[config.mk]
export PLATFORM = sky130hd
export DESIGN_NAME = lsp_front
export DESIGN_NICKNAME = d
export VERILOG_FILES = /design/src/rtl/lsp_pkg.sv /design/src/rtl/lsp_front.sv
export SDC_FILE = /design/constraint.sdc
export NUM_CORES = 1
export LEC_CHECK = 0
export ABC_AREA = 1
export BUFFER_PORTS_ARGS = -buffer_cell sky130_fd_sc_hd__buf_2
export CAP_MARGIN = 20
export CORE_MARGIN = 2
export CORE_UTILIZATION = 60
export CTS_BUF_LIST = sky130_fd_sc_hd__clkbuf_16
export CTS_CLUSTER_DIAMETER = 40
export CTS_CLUSTER_SIZE = 28
export DETAILED_ROUTE_END_ITERATION = 12
export PLACE_DENSITY = 0.88
export SYNTH_ARGS = -nofsm -noshare
export SYNTH_HDL_FRONTEND = slang
export SYNTH_SLANG_ARGS = --single-unit
[constraint.sdc]
create_clock -name aclk -period 12.1 [get_ports aclk]
set_input_delay 2.42 -clock aclk [delete_from_list [all_inputs] [get_ports aclk]]
set_output_delay 2.42 -clock aclk [all_outputs]
set_load 0.1 [all_outputs]
[src/rtl/lsp_pkg.sv]
// package with constants, types and tables for the lidar scan block
`timescale 1ns / 1ps
package lsp_pkg;
    localparam int MaxSamplesDefault = 4096;
    localparam int CordicStagesDefault = 16;
    localparam int StageLimit = 24;

    localparam logic [2:0] ST_KEPT    = 3'd0;
    localparam logic [2:0] ST_BAD     = 3'd1;
    localparam logic [2:0] ST_PAST    = 3'd2;
    localparam logic [2:0] ST_WINDOW  = 3'd3;
    localparam logic [2:0] ST_KEEPOUT = 3'd4;

    localparam logic [2:0] REG_OFFSET_X = 3'd0;
    localparam logic [2:0] REG_OFFSET_Y = 3'd1;
    localparam logic [2:0] REG_OFFSET_Z = 3'd2;
    localparam logic [2:0] REG_MOUNT    = 3'd3;
    localparam logic [2:0] REG_WIN_LOW  = 3'd4;
    localparam logic [2:0] REG_WIN_HIGH = 3'd5;
    localparam logic [2:0] REG_KEEPOUT  = 3'd6;

    localparam logic signed [31:0] ANG_PI      = 32'sd52707179;
    localparam logic signed [31:0] ANG_TWO_PI  = 32'sd105414357;
    localparam logic signed [31:0] ANG_HALF_PI = 32'sd26353589;
    localparam logic [23:0] INV_GAIN_Q24 = 24'd10188014;

    // angle 2^-24 rad, 38 bits holds lo*256 + idx*step at the extremes
    typedef logic signed [37:0] angle_t;
    // cordic datapath, Q28.8 with headroom
    typedef logic signed [35:0] cord_t;

    typedef struct packed {
        logic signed [23:0] offset_x;
        logic signed [23:0] offset_y;
        logic signed [23:0] offset_z;
        logic signed [19:0] mount_angle;
        logic signed [19:0] window_low;
        logic signed [19:0] window_high;
        logic [23:0] keepout_radius;
    } cfg_t;

    // classified item between front and back
    typedef struct packed {
        logic [23:0] range_sample;
        logic signed [31:0] phi;
        logic [2:0] status;
        logic last;
    } task_t;

    function automatic logic signed [31:0] atan_at(input int i);
        logic signed [31:0] r;
        case (i)
            0: r = 32'sd13176795;  1: r = 32'sd7778716;  2: r = 32'sd4110060;
            3: r = 32'sd2086331;   4: r = 32'sd1047214;  5: r = 32'sd524117;
            6: r = 32'sd262123;    7: r = 32'sd131069;   8: r = 32'sd65536;
            9: r = 32'sd32768;    10: r = 32'sd16384;   11: r = 32'sd8192;
            12: r = 32'sd4096;    13: r = 32'sd2048;    14: r = 32'sd1024;
            15: r = 32'sd512;     16: r = 32'sd256;     17: r = 32'sd128;
            18: r = 32'sd64;      19: r = 32'sd32;      20: r = 32'sd16;
            21: r = 32'sd8;       22: r = 32'sd4;       23: r = 32'sd2;
            default: r = 32'sd0;
        endcase
        return r;
    endfunction
endpackage

[src/rtl/lsp_front.sv]
// front: beam angle, classification and angle reduction, two stages
`timescale 1ns / 1ps
module lsp_front #(
    parameter int MAX_SAMPLES = lsp_pkg::MaxSamplesDefault
) (
    input  logic aclk,
    input  logic aresetn,
    input  lsp_pkg::cfg_t cfg,
    input  logic in_valid,
    output logic in_ready,
    input  logic [23:0] range_sample,
    input  logic range_is_nan,
    input  logic [11:0] sample_index,
    input  logic signed [19:0] scan_first_angle,
    input  logic signed [19:0] scan_second_angle,
    input  logic [23:0] angle_step,
    input  logic [23:0] range_floor,
    input  logic [23:0] range_ceiling,
    input  logic last_in_scan,
    output logic out_valid,
    input  logic out_ready,
    output lsp_pkg::task_t out_task
);
    localparam lsp_pkg::angle_t PI_W = lsp_pkg::angle_t'(lsp_pkg::ANG_PI);
    localparam lsp_pkg::angle_t TWO_PI_W = lsp_pkg::angle_t'(lsp_pkg::ANG_TWO_PI);
    localparam lsp_pkg::angle_t THREE_PI_W = PI_W + TWO_PI_W;
    localparam lsp_pkg::angle_t FOUR_PI_W = TWO_PI_W + TWO_PI_W;

    // stage 1 holds angle and partial flags
    logic s1_valid_reg;
    lsp_pkg::angle_t s1_angle_reg;
    logic signed [19:0] s1_hi_reg;
    logic s1_idx_big_reg, s1_bad_reg, s1_last_reg;
    logic [23:0] s1_range_reg;
    logic s2_valid_reg;
    lsp_pkg::task_t s2_task_reg;
    logic adv2, adv1;

    logic signed [19:0] lo, hi;
    logic idx_big;
    always_comb begin
        lo = (scan_first_angle < scan_second_angle) ? scan_first_angle : scan_second_angle;
        hi = (scan_first_angle < scan_second_angle) ? scan_second_angle : scan_first_angle;
        idx_big = ({20'd0, sample_index} >= 32'(MAX_SAMPLES));
    end

    assign adv2 = !s2_valid_reg || out_ready;
    assign adv1 = !s1_valid_reg || adv2;
    assign in_ready = adv1;

    always_ff @(posedge aclk) begin
        if (!aresetn) begin
            s1_valid_reg <= 1'b0;
        end else if (adv1) begin
            s1_valid_reg <= in_valid;
        end
        if (adv1) begin
            s1_angle_reg <= lsp_pkg::angle_t'({{10{lo[19]}}, lo, 8'd0})
                + lsp_pkg::angle_t'({2'b0, 36'(sample_index) * 36'(angle_step)});
            s1_hi_reg <= hi;
            s1_idx_big_reg <= idx_big;
            s1_bad_reg <= range_is_nan || (range_sample < range_floor)
                || (range_sample > range_ceiling);
            s1_last_reg <= last_in_scan;
            s1_range_reg <= range_sample;
        end
    end

    lsp_pkg::angle_t hi_w, wl_w, wh_w, mnt_w, phi_a;
    logic signed [31:0] phi_r;
    logic [2:0] st;
    always_comb begin
        hi_w = lsp_pkg::angle_t'({{10{s1_hi_reg[19]}}, s1_hi_reg, 8'd0});
        wl_w = lsp_pkg::angle_t'({{10{cfg.window_low[19]}}, cfg.window_low, 8'd0});
        wh_w = lsp_pkg::angle_t'({{10{cfg.window_high[19]}}, cfg.window_high, 8'd0});
        mnt_w = lsp_pkg::angle_t'({{10{cfg.mount_angle[19]}}, cfg.mount_angle, 8'd0});
        if (s1_idx_big_reg || s1_angle_reg > hi_w) st = lsp_pkg::ST_PAST;
        else if (s1_bad_reg) st = lsp_pkg::ST_BAD;
        else if (s1_angle_reg < wl_w || s1_angle_reg > wh_w) st = lsp_pkg::ST_WINDOW;
        else st = lsp_pkg::ST_KEPT;
        // angle plus mount is folded by at most two wraps of 2pi each way
        phi_a = s1_angle_reg + mnt_w;
        if (phi_a > THREE_PI_W) phi_a = phi_a - FOUR_PI_W;
        else if (phi_a > PI_W) phi_a = phi_a - TWO_PI_W;
        else if (phi_a < -THREE_PI_W) phi_a = phi_a + FOUR_PI_W;
        else if (phi_a < -PI_W) phi_a = phi_a + TWO_PI_W;
        phi_r = phi_a[31:0];
    end

    always_ff @(posedge aclk) begin
        if (!aresetn) begin
            s2_valid_reg <= 1'b0;
        end else if (adv2) begin
            s2_valid_reg <= s1_valid_reg;
        end
        if (adv2) begin
            s2_task_reg.range_sample <= s1_range_reg;
            s2_task_reg.phi <= phi_r;
            s2_task_reg.status <= st;
            s2_task_reg.last <= s1_last_reg;
        end
    end

    assign out_valid = s2_valid_reg;
    assign out_task = s2_task_reg;
endmodule

==> results.ini <==
[run_status]
status=finished, final reports clean

[setup_path]
ff2ff_path_depth=22
crit_path_max_incr_delay_ns=0.60
start_kind=input port
critPathMostFrequentCell=fa_1
critPathKind=in -> reg
cp.required_ns=12.30
slowest_stage=o311ai_0
critPathBufInv=5
cp.arrival_ns=9.78
r2r-end=out_task[30]$_DFFE_PP_
r2r_setup_slack_ns=7.02
critPathTopFamily=adder cells
reg2reg_from=s1_angle_reg[8]$_DFFE_PP_
cp_max_fo=24
critPathCaptureType=register

[clock_tree]
clk_pin_slew_worst_paths_ns=0.07
h-tree-depth=4
cts_sinks=145
cts_buffers=17
ctsResizeCount=0
clockBufferDepth=2
cts-hold-fix-buffers=0
ctsRootBufferMaster=clkbuf_16
cts_tree=built
clk_latency_ns=0.45
post_cts_buffers=0

[sta]
final_max_slew_viol_count=0
fin_crit_sh_pct=79.2
rsz0062_at_grt=false
fin_setup_tns_ns=0
fmax_ghz=0.104
finalHoldViolations=0
setup-violations-final=0
relSlewSlack_pct=39.3
period_needed_ns=9.58
fin_skew_ns=0.0137
tightest_slew_ns=0.910

[placed_design]
place_congestion=1.00
numPortBuffers=274
dp_hpwl_um=60600

[yosys]
synthArstFlopShare_pct=0
avgSynthCellArea_um2=7.03
synth_fp_nets=4507
synth_top_area_share_pct=17.2
synth_area_mm2=0.0259
synth-edff-count=143
ys_ff_latch=145
synthAdderAreaFrac_pct=31.5
ys_warn_count=0
synth_xor_area_share_pct=3.42
synth.distinct_cells=60
synth_area_leader_cell=fa_1
synth-simple-area-share_pct=26.7
synth_top_family_by_area=adder cells
synth_flop_cell=edfxtp_1
yosysSeqAreaShare_pct=16.8
synthMuxAreaShare_pct=0
synthCells=3678
synth.area.top_cells=fa_1 17%, edfxtp_1 17%, nand2_1 16%
synth-compound-area-share_pct=8.80

[routing]
vias_per_cell=5.59
drc=0
num_vias=24865
drt-initial-drc-count=2248
firstDrtPassIters=10
antenna_left=0
routed_wl_um=75300
avgRoutedWirePerCell_um=16.9

[grt]
antenna_found_initial=6
grt_usage_pct=34.4
grt_max_degree=70
grt_pass1_vias=24622
overflow=0
grt_pass1_wl_um=121000

[worst_hold_path]
holdCritPathClass=reg -> reg
hold_path_end=out_task[41]$_DFFE_PP_
holdCritStartpoint=s1_range_reg[5]$_DFFE_PP_
hold_depth=0

[final_layout]
synthToLayoutAreaGrowth_pct=8.75
layout_commonest_cell=nand2_1
layout.nets=4714
layout_common_cells=1097 x nand2_1, 740 x inv_1, 297 x ha_1
largest_reg_flops=59
drive_gt1_share_pct=10.2
fin_util_pct=65.7

[die]
core_area_mm2=0.0428
fp.dieW_um=212
initial_utilization_pct=60.5
num_rows=76
die_h_um=212
io_pins=372
dieArea_mm2=0.0448

[run]
maxCapViolCount=0

==> per-stage QoR <==
| stage | hold slack [ns] | cell area (µm²) | setup slack, ns | std cells |
|---|---|---|---|---|
| after floorplan | 0.400 | 25900 | 3.01 | 3678 |
| after global placement | 0.400 | 27600 | 2.11 | 4412 |
| after detailed placement | 0.405 | 27600 | 2.02 | 4412 |
| after CTS | 0.420 | 28100 | 2.49 | 4444 |
| after global routing | 0.428 | 28100 | 1.98 | 4447 |
| final | 0.420 | 28100 | 2.52 | 4447 |
==> cell type report <==
class,instances,area (µm²)
clock inverter,15,130
inverter,764,2870
clock buffer,17,425
multi-input combinational,2677,18300
antenna,3,7.51
tap,546,683
sequential,145,4330
timing repair buffer,280,1420
fill,3664,14700
==> per-layer routing <==
metal,wire length (µm),up-vias,GRT usage (%),share of wire (%)
met5,25,-,0,0.033
met4,3710,4,18.5,4.9
met3,6200,254,5.31,8.2
met2,36300,1156,58.7,48
met1,29100,11522,42.1,39
li1,-,11929,-,-
==> cell families after synthesis <==
| logic type | Yosys count |
|---|---|
| flip-flops | 145 |
| buffers and inverters | 856 |
| other | 1 |
| AO/OA/AOI/OAI | 403 |
| AND/OR/NAND/NOR | 1653 |
| adder cells (fa/ha/maj) | 519 |
| XOR/XNOR | 101 |
==> Yosys cell counts (5+ instances only) <==
master    instances
buf_4             8
a31oi_1          14
o221ai_1          6
o21ai_0          97
nand3b_1          7
nor2_2           15
buf_2            15
a21oi_1         191
a21boi_0          6
nand2_4           5
nor4_1            8
nand3_2           6
a211oi_1          6
o21ai_1          23
o211ai_1         14
nand3_1         200
nor2_1          202
o31ai_1           7
ha_1            297
nand2_2          28
clkinv_1          9
buf_6             5
edfxtp_1        143
xnor2_1          20
fa_1            222
xor2_1           81
clkbuf_1         61
a21o_1            6
inv_2            15
inv_1           739
o21a_1            9
nor3_1           28
nand4_1          39
nand2_1        1098
==> how the worst max path moves through the flow <==
| stage | start | to | slack [ns] | cells after the start |
|---|---|---|---|---|
| 2_1_floorplan | sample_index[11] | s1_angle_reg[36]$_DFFE_PP_ | 3.01 | 29 |
| 3_3_place_gp | sample_index[11] | s1_angle_reg[37]$_DFFE_PP_ | 2.11 | 27 |
| 3_5_place_dp | sample_index[11] | s1_angle_reg[36]$_DFFE_PP_ | 2.02 | 29 |
| 4_1_cts | sample_index[11] | s1_angle_reg[36]$_DFFE_PP_ | 2.49 | 29 |
| 5_1_grt | sample_index[11] | s1_angle_reg[36]$_DFFE_PP_ | 1.98 | 29 |
| 6_report | sample_index[10] | s1_angle_reg[37]$_DFFE_PP_ | 2.52 | 27 |
Power is not shown: default switching activity piles up to over one toggle a cycle in this logic, so the estimate is an artifact.
