**src/rtl/lsp_pkg.sv**
```systemverilog
// package with constants, types and tables for the lidar scan block
`timescale 1ns / 1ps
package lsp_pkg;
    localparam int MaxSamplesDefault = 4096;
    localparam int CordicStagesDefault = 16;
    localparam int StageLimit = 24;

    localparam logic [2:0] ST_KEPT    = 3'd0;
    localparam logic [2:0] ST_BAD     = 3'd1;
    localparam logic [2:0] ST_PAST    = 3'd2;
    localparam logic [2:0] ST_WINDOW  = 3'd3;
    localparam logic [2:0] ST_KEEPOUT = 3'd4;

    localparam logic [2:0] REG_OFFSET_X = 3'd0;
    localparam logic [2:0] REG_OFFSET_Y = 3'd1;
    localparam logic [2:0] REG_OFFSET_Z = 3'd2;
    localparam logic [2:0] REG_MOUNT    = 3'd3;
    localparam logic [2:0] REG_WIN_LOW  = 3'd4;
    localparam logic [2:0] REG_WIN_HIGH = 3'd5;
    localparam logic [2:0] REG_KEEPOUT  = 3'd6;

    localparam logic signed [31:0] ANG_PI      = 32'sd52707179;
    localparam logic signed [31:0] ANG_TWO_PI  = 32'sd105414357;
    localparam logic signed [31:0] ANG_HALF_PI = 32'sd26353589;
    localparam logic [23:0] INV_GAIN_Q24 = 24'd10188014;

    // angle 2^-24 rad, 38 bits holds lo*256 + idx*step at the extremes
    typedef logic signed [37:0] angle_t;
    // cordic datapath, Q28.8 with headroom
    typedef logic signed [35:0] cord_t;

    typedef struct packed {
        logic signed [23:0] offset_x;
        logic signed [23:0] offset_y;
        logic signed [23:0] offset_z;
        logic signed [19:0] mount_angle;
        logic signed [19:0] window_low;
        logic signed [19:0] window_high;
        logic [23:0] keepout_radius;
    } cfg_t;

    // classified item between front and back
    typedef struct packed {
        logic [23:0] range_sample;
        logic signed [31:0] phi;
        logic [2:0] status;
        logic last;
    } task_t;

    function automatic logic signed [31:0] atan_at(input int i);
        logic signed [31:0] r;
        case (i)
            0: r = 32'sd13176795;  1: r = 32'sd7778716;  2: r = 32'sd4110060;
            3: r = 32'sd2086331;   4: r = 32'sd1047214;  5: r = 32'sd524117;
            6: r = 32'sd262123;    7: r = 32'sd131069;   8: r = 32'sd65536;
            9: r = 32'sd32768;    10: r = 32'sd16384;   11: r = 32'sd8192;
            12: r = 32'sd4096;    13: r = 32'sd2048;    14: r = 32'sd1024;
            15: r = 32'sd512;     16: r = 32'sd256;     17: r = 32'sd128;
            18: r = 32'sd64;      19: r = 32'sd32;      20: r = 32'sd16;
            21: r = 32'sd8;       22: r = 32'sd4;       23: r = 32'sd2;
            default: r = 32'sd0;
        endcase
        return r;
    endfunction
endpackage

```
**src/rtl/lsp_queue.sv**
```systemverilog
// short fifo between front and back
`timescale 1ns / 1ps
module lsp_queue (
    input  logic aclk,
    input  logic aresetn,
    input  logic in_valid,
    output logic in_ready,
    input  lsp_pkg::task_t in_task,
    output logic out_valid,
    input  logic out_ready,
    output lsp_pkg::task_t out_task
);
    lsp_pkg::task_t mem_reg [4];
    logic [1:0] wp_reg, rp_reg;
    logic [2:0] cnt_reg;
    logic wr, rd;
    assign in_ready = (cnt_reg != 3'd4);
    assign out_valid = (cnt_reg != 3'd0);
    assign wr = in_valid && in_ready;
    assign rd = out_valid && out_ready;
    assign out_task = mem_reg[rp_reg];
    always_ff @(posedge aclk) begin
        if (!aresetn) begin
            wp_reg <= '0;
            rp_reg <= '0;
            cnt_reg <= '0;
        end else begin
            if (wr) wp_reg <= wp_reg + 2'd1;
            if (rd) rp_reg <= rp_reg + 2'd1;
            cnt_reg <= cnt_reg + {2'd0, wr} - {2'd0, rd};
        end
        if (wr) mem_reg[wp_reg] <= in_task;
    end
endmodule

```
**config.mk**
```make
export PLATFORM = sky130hd
export DESIGN_NAME = lsp_queue
export DESIGN_NICKNAME = d
export VERILOG_FILES = /design/src/rtl/lsp_pkg.sv /design/src/rtl/lsp_queue.sv
export SDC_FILE = /design/constraint.sdc
export NUM_CORES = 1
export LEC_CHECK = 0
export BUFFER_PORTS_ARGS = -buffer_cell sky130_fd_sc_hd__buf_4
export CAP_MARGIN = 20
export CORE_UTILIZATION = 55
export CTS_CLUSTER_SIZE = 40
export DETAILED_ROUTE_END_ITERATION = 8
export PLACE_DENSITY_LB_ADDON = 0.08
export SYNTH_ARGS = -nofsm -noshare
export SYNTH_HDL_FRONTEND = slang
export SYNTH_SLANG_ARGS = --single-unit
```
**constraint.sdc**
```tcl
create_clock -name aclk -period 7.2 [get_ports aclk]
set_input_delay 0.72 -clock aclk [delete_from_list [all_inputs] [get_ports aclk]]
set_output_delay 0.72 -clock aclk [all_outputs]
set_load 0.1 [all_outputs]
```
==> results of run 1 <==
[layer usage]
layer  global-route usage, %  up-vias  part of all wire, %
met3                    4.67       22                  7.1
li1                        -     1800                    -
met2                    31.0      129                   51
met5                       0        -                    0
met1                    23.4     2096                   40
met4                    5.10        0                  1.6
[Yosys cell counts (2+ instances only)]
cell type  count  area (µm²)
mux4_2        60        1350
xnor2_1        4        35.0
inv_1          5        18.8
mux2i_1        2        20.0
buf_2          6        30.0
and2_1         7        43.8
ha_1           6        75.1
nor2b_1        3        18.8
edfxtp_1     240        7210
dfxtp_1        9         180
buf_12         6         120
nand2_1        5        18.8
[layout by cell type, fill, tap and decap left out]
cell,netlist,layout
edfxtp_1,240,240
buf_4,0,127
mux4_2,60,60
clkbuf_16,0,25
dfxtp_1,9,7
ha_1,6,6
inv_1,5,5
nand2_1,5,5
and2_4,0,4
xnor2_1,4,4
clkbuf_1,1,4
bufinv_16,0,4
and2_1,7,3
nor2b_1,3,3
clkinv_2,0,3
mux2i_1,2,2
clkinv_4,0,2
clkbuf_8,0,2
clkinv_1,0,2
o31a_1,1,1
nor2_1,1,1
a21boi_2,1,1
or3_1,1,1
o311ai_1,1,1
fa_1,1,1
dfxtp_4,0,1
dfxtp_2,0,1
clkinvlp_4,0,1
[through the flow]
step / power (mW) / utilization (%)
after floorplan: 3.49 / -
after global placement: 3.80 / 63.7
after detailed placement: 3.82 / 63.7
after CTS: 5.11 / 68.9
after global routing: 5.23 / 68.9
final: 5.07 / 68.9
[kinds of logic after synthesis]
| logic type | share of synthesized area (%) |
|---|---|
| buffers and inverters | 2.04 |
| xor gates and xnor gates | 0.381 |
| DFF | 80.3 |
| adders and majority gates | 1.03 |
| muxes | 14.9 |
| AOI/OAI and AO/OA | 0.313 |
| and+or+nand+nor | 0.993 |
[area by class of cell]
class	instances	area, µm²
sequential	249	7390
fill	1009	5010
multi-input combinational	93	1630
timing repair buffer	127	953
clock buffer	31	668
tap	216	270
clock inverter	12	168
inverter	5	18.8
[worst paths after layout]
kind / from / endpoint / slack [ps] / cells after the start
hold / removal: in_task[2] / mem_reg[1][2] / 410 / 1
setup / recovery: flop / out_task[32] / 3690 / 3
hold reg to reg: wp_reg[0] / wp_reg[0] / 510 / 2
setup reg to reg: cnt_reg[1] / cnt_reg[2] / 4740 / 11
[critical path: stages, from the launching register on]
cell     delay (ps)
dfxtp_4         680
buf_4           700
mux4_2          620
buf_4           250
[power by group through the flow]
stage	registers (mW)	clock network, mW	logic (mW)
floorplan	1.82	0	1.66
global placement	1.86	0	1.94
detailed placement	1.87	0	1.95
CTS	1.84	1.32	1.95
global route	1.86	1.38	1.99
finish	1.84	1.30	1.93
==> results_dict.tcl, run 1 <==
set metrics [dict create \
    rsz0062_at_grt "no" \
    maxCapViolations 0 \
    diodes 0 \
    place_inst 690 \
    synth_seq_cells 249 \
    critical_path_required_ps 6480 \
    place_hpwl_mm 8.62 \
    critical_path_class "flop to output pin" \
    io_pins 126 \
    synth_edf_count 240 \
    finalCriticalPeriod_ps 3510 \
    worstPathArrival_ps 2790 \
    whs_ps 409 \
    die-area_mm2 0.0172 \
    die_w_um 131 \
    syn_inst 362 \
    cp_max_fo 37 \
    post-cts-setup-buffer-count 0 \
    grt_pass1_wl_mm 23.6 \
    tns_ps 0 \
    crit_path_start_kind "flop" \
    drive_above_1_share_pct 44.7 \
    die_y_um 131 \
    drv_slew 0 \
    wirelength_mm 15.3 \
    yosysWarnings 0 \
    cts_tree "yes" \
    fin_worst_skew_ps 20.9 \
    viasPerCell 5.52 \
    wl_per_cell_um 20.9 \
    clock-root-buffer "clkbuf_16" \
    drtIter0Drc 247 \
    syn_area_per_cell_um2 25.4 \
    ant_nets 0 \
    postSynth.asyncResetShare_pct 0 \
    cts-resized-gates 0 \
    timing.final.crit_share_pct 48.8 \
    p_switching_mw 2.03 \
    globalRouteOverflowTotal 0 \
    num-nets-final 571 \
    area_growth_pct 20.7 \
    largest_reg_flops 240 \
    p_comb_share_pct 38.1 \
    grt_usage_pct 18.2 \
    clk_latency_ps 510 \
    vias 4047 \
    final_cell_count_no_fill 733 \
    antenna_found_initial 0 \
    synthesis.nets 433 \
    core_mm2 0.0161 \
    ir_drop_v 0.000306 \
    min_path_type "input port to flop" \
    syn-cell-area_mm2 0.00920 \
    leakage_nw 3.75 \
    fmax_ghz 0.285 \
    power_frac_clock_pct 25.6 \
    floorplan.rows 46 \
    drcViolationCount 0 \
    run_status "finished, final reports clean" \
    setup_viol 0 \
    layout_setup_ws_ps 3690 \
    endpoint_kind "output pin" \
    postPlaceCellArea_mm2 0.0103 \
    cts_buffer_depth 3 \
    design_area_mm2 0.0111 \
    ys_seq_area_share_pct 80.3 \
    clkTransAtPathRegs_ps 60 \
    powerDensity_mw_per_mm2 456 \
    place.gp.congestion 0.663 \
    ys.flop_type "edfxtp_1" \
    dr.pass1.iters 4 \
    io_buffers 125 \
    start_util_pct 57.1 \
    seqPwrFrac_pct 36.3 \
    swShare_pct 40.0 \
    clock-sinks 249 \
    dp_slack_ps 4130 \
    grt_max_degree 61 \
    htree_num_levels 1 \
    hold_buffers 0 \
    grt_pass1_vias 4459 \
    numCtsBuffers 24 \
    yosys.cell_types.count 21 \
    tightest_slew_ps 943 \
    slew_headroom_pct 37.1 \
    p_int_mw 3.04 \
    hold_viol 0 \
]
Power figures use the tool's default switching activity.
==> run 2: changes to the inputs <==
Settings changed: CORE_UTILIZATION 55 to 51.
Clock period 7.2 ns to 3.1 ns, I/O delays scaled along.
==> results_dict.tcl, run 2 (same netlist as run 1, synthesis figures left out) <==
set metrics [dict create \
    tns_ps 0 \
    viasPerCell 5.38 \
    diodes 0 \
    clock-root-buffer "clkbuf_16" \
    die_w_um 136 \
    htree_num_levels 1 \
    grt_usage_pct 17.9 \
    wirelength_mm 16.0 \
    whs_ps 23.2 \
    die_y_um 136 \
    io_buffers 125 \
    fmax_ghz 0.410 \
    num-nets-final 630 \
    drcViolationCount 0 \
    finalCriticalPeriod_ps 2440 \
    timing.final.crit_share_pct 78.7 \
    antenna_found_initial 0 \
    core_mm2 0.0175 \
    wl_per_cell_um 19.9 \
    drive_above_1_share_pct 40.5 \
    drtIter0Drc 182 \
    place_inst 704 \
    final_common_cell "edfxtp_1" \
    grt_pass1_vias 4629 \
    layout_common_cells "edfxtp_1, buf_4, mux4_2" \
    io_pins 126 \
    tightest_slew_ps 548 \
    fin_worst_skew_ps 19.0 \
    crit_path_start_kind "flop" \
    grt_max_degree 61 \
    min_path_type "input port to flop" \
    dr.pass1.iters 4 \
    final_cell_count_no_fill 803 \
    rsz0062_at_grt "no" \
    globalRouteOverflowTotal 0 \
    setup_viol 0 \
    die-area_mm2 0.0186 \
    place.gp.congestion 0.734 \
    critical_path_class "flop to flop" \
    maxCapViolations 0 \
    postPlaceCellArea_mm2 0.0104 \
    cts_tree "yes" \
    run_status "finished, final reports clean" \
    worstPathArrival_ps 2850 \
    clk_latency_ps 510 \
    cts_buffer_depth 3 \
    post-cts-setup-buffer-count 0 \
    leakage_nw 4.02 \
    nFillCells 1117 \
    place_hpwl_mm 9.07 \
    clock-sinks 249 \
    endpoint_kind "flop" \
    ir_drop_v 0.00103 \
    ant_nets 0 \
    cp_max_fo 7 \
    largest_reg_flops 240 \
    floorplan.rows 48 \
    drv_slew 0 \
    utilization_pct 67.4 \
    powerDensity_mw_per_mm2 1020 \
    numCtsBuffers 25 \
    vias 4319 \
    hold_buffers 53 \
    start_util_pct 52.6 \
    clkTransAtPathRegs_ps 60 \
    grt_pass1_wl_mm 24.5 \
    slew_headroom_pct 63.5 \
    area_growth_pct 28.1 \
    design_area_mm2 0.0118 \
    cts-resized-gates 0 \
    hold_viol 0 \
    critical_path_required_ps 3510 \
]
-- run 2: path summary, 6_finish.rpt --
check	startpoint	endpoint	slack, ps	cells past startpoint
min reg2reg	wp_reg[1]	wp_reg[1]	500	2
max reg2reg	cnt_reg[1]	cnt_reg[2]	660	11
min	in_task[13]	mem_reg[0][13]	20	1
max	cnt_reg[1]	cnt_reg[2]	660	11
-- run 2: layout make-up --
| type | instances | area [µm²] | share of cell area, % |
|---|---|---|---|
| well taps | 225 | 282 | 2.39 |
| inverters | 5 | 18.8 | 0.159 |
| clock inverters | 14 | 196 | 1.67 |
| clock buffers | 32 | 652 | 5.53 |
| multi-input cells | 93 | 1630 | 13.8 |
| flip-flops and latches | 249 | 7390 | 62.8 |
| repair buffers | 185 | 1610 | 13.7 |
-- run 2: worst max-delay path: stages, from the launching register on --
cell      delay [ps]
dfxtp_1          460
nor2_1           120
a21boi_2         340
inv_1             90
ha_1             300
inv_1             60
ha_1             120
inv_1             50
fa_1             380
xnor2_1          150
xnor2_1          120
and2_1           150
-- run 2: through the flow --
stage	setup WS [ps]	total power, mW
2_1_floorplan	435	8.10
3_3_place_gp	753	8.93
3_5_place_dp	636	8.96
4_1_cts	629	12.1
5_1_grt	475	12.4
6_report	660	12.0
-- run 2: power breakdown --
group | internal [mW] | switching (mW)
Clock | 1.90 | 1.16
Combinational | 1.23 | 3.45
Sequential | 4.08 | 0.134
Total | 7.21 | 4.75
-- run 2: layer usage --
metal	routed length, µm	track usage, %	vias up	part of all wire [%]
li1	-	-	1924	-
met1	6590	23.0	2254	41
met2	8230	30.6	118	51
met3	875	4.10	23	5.5
met4	291	5.12	0	1.8
met5	0	0	-	0
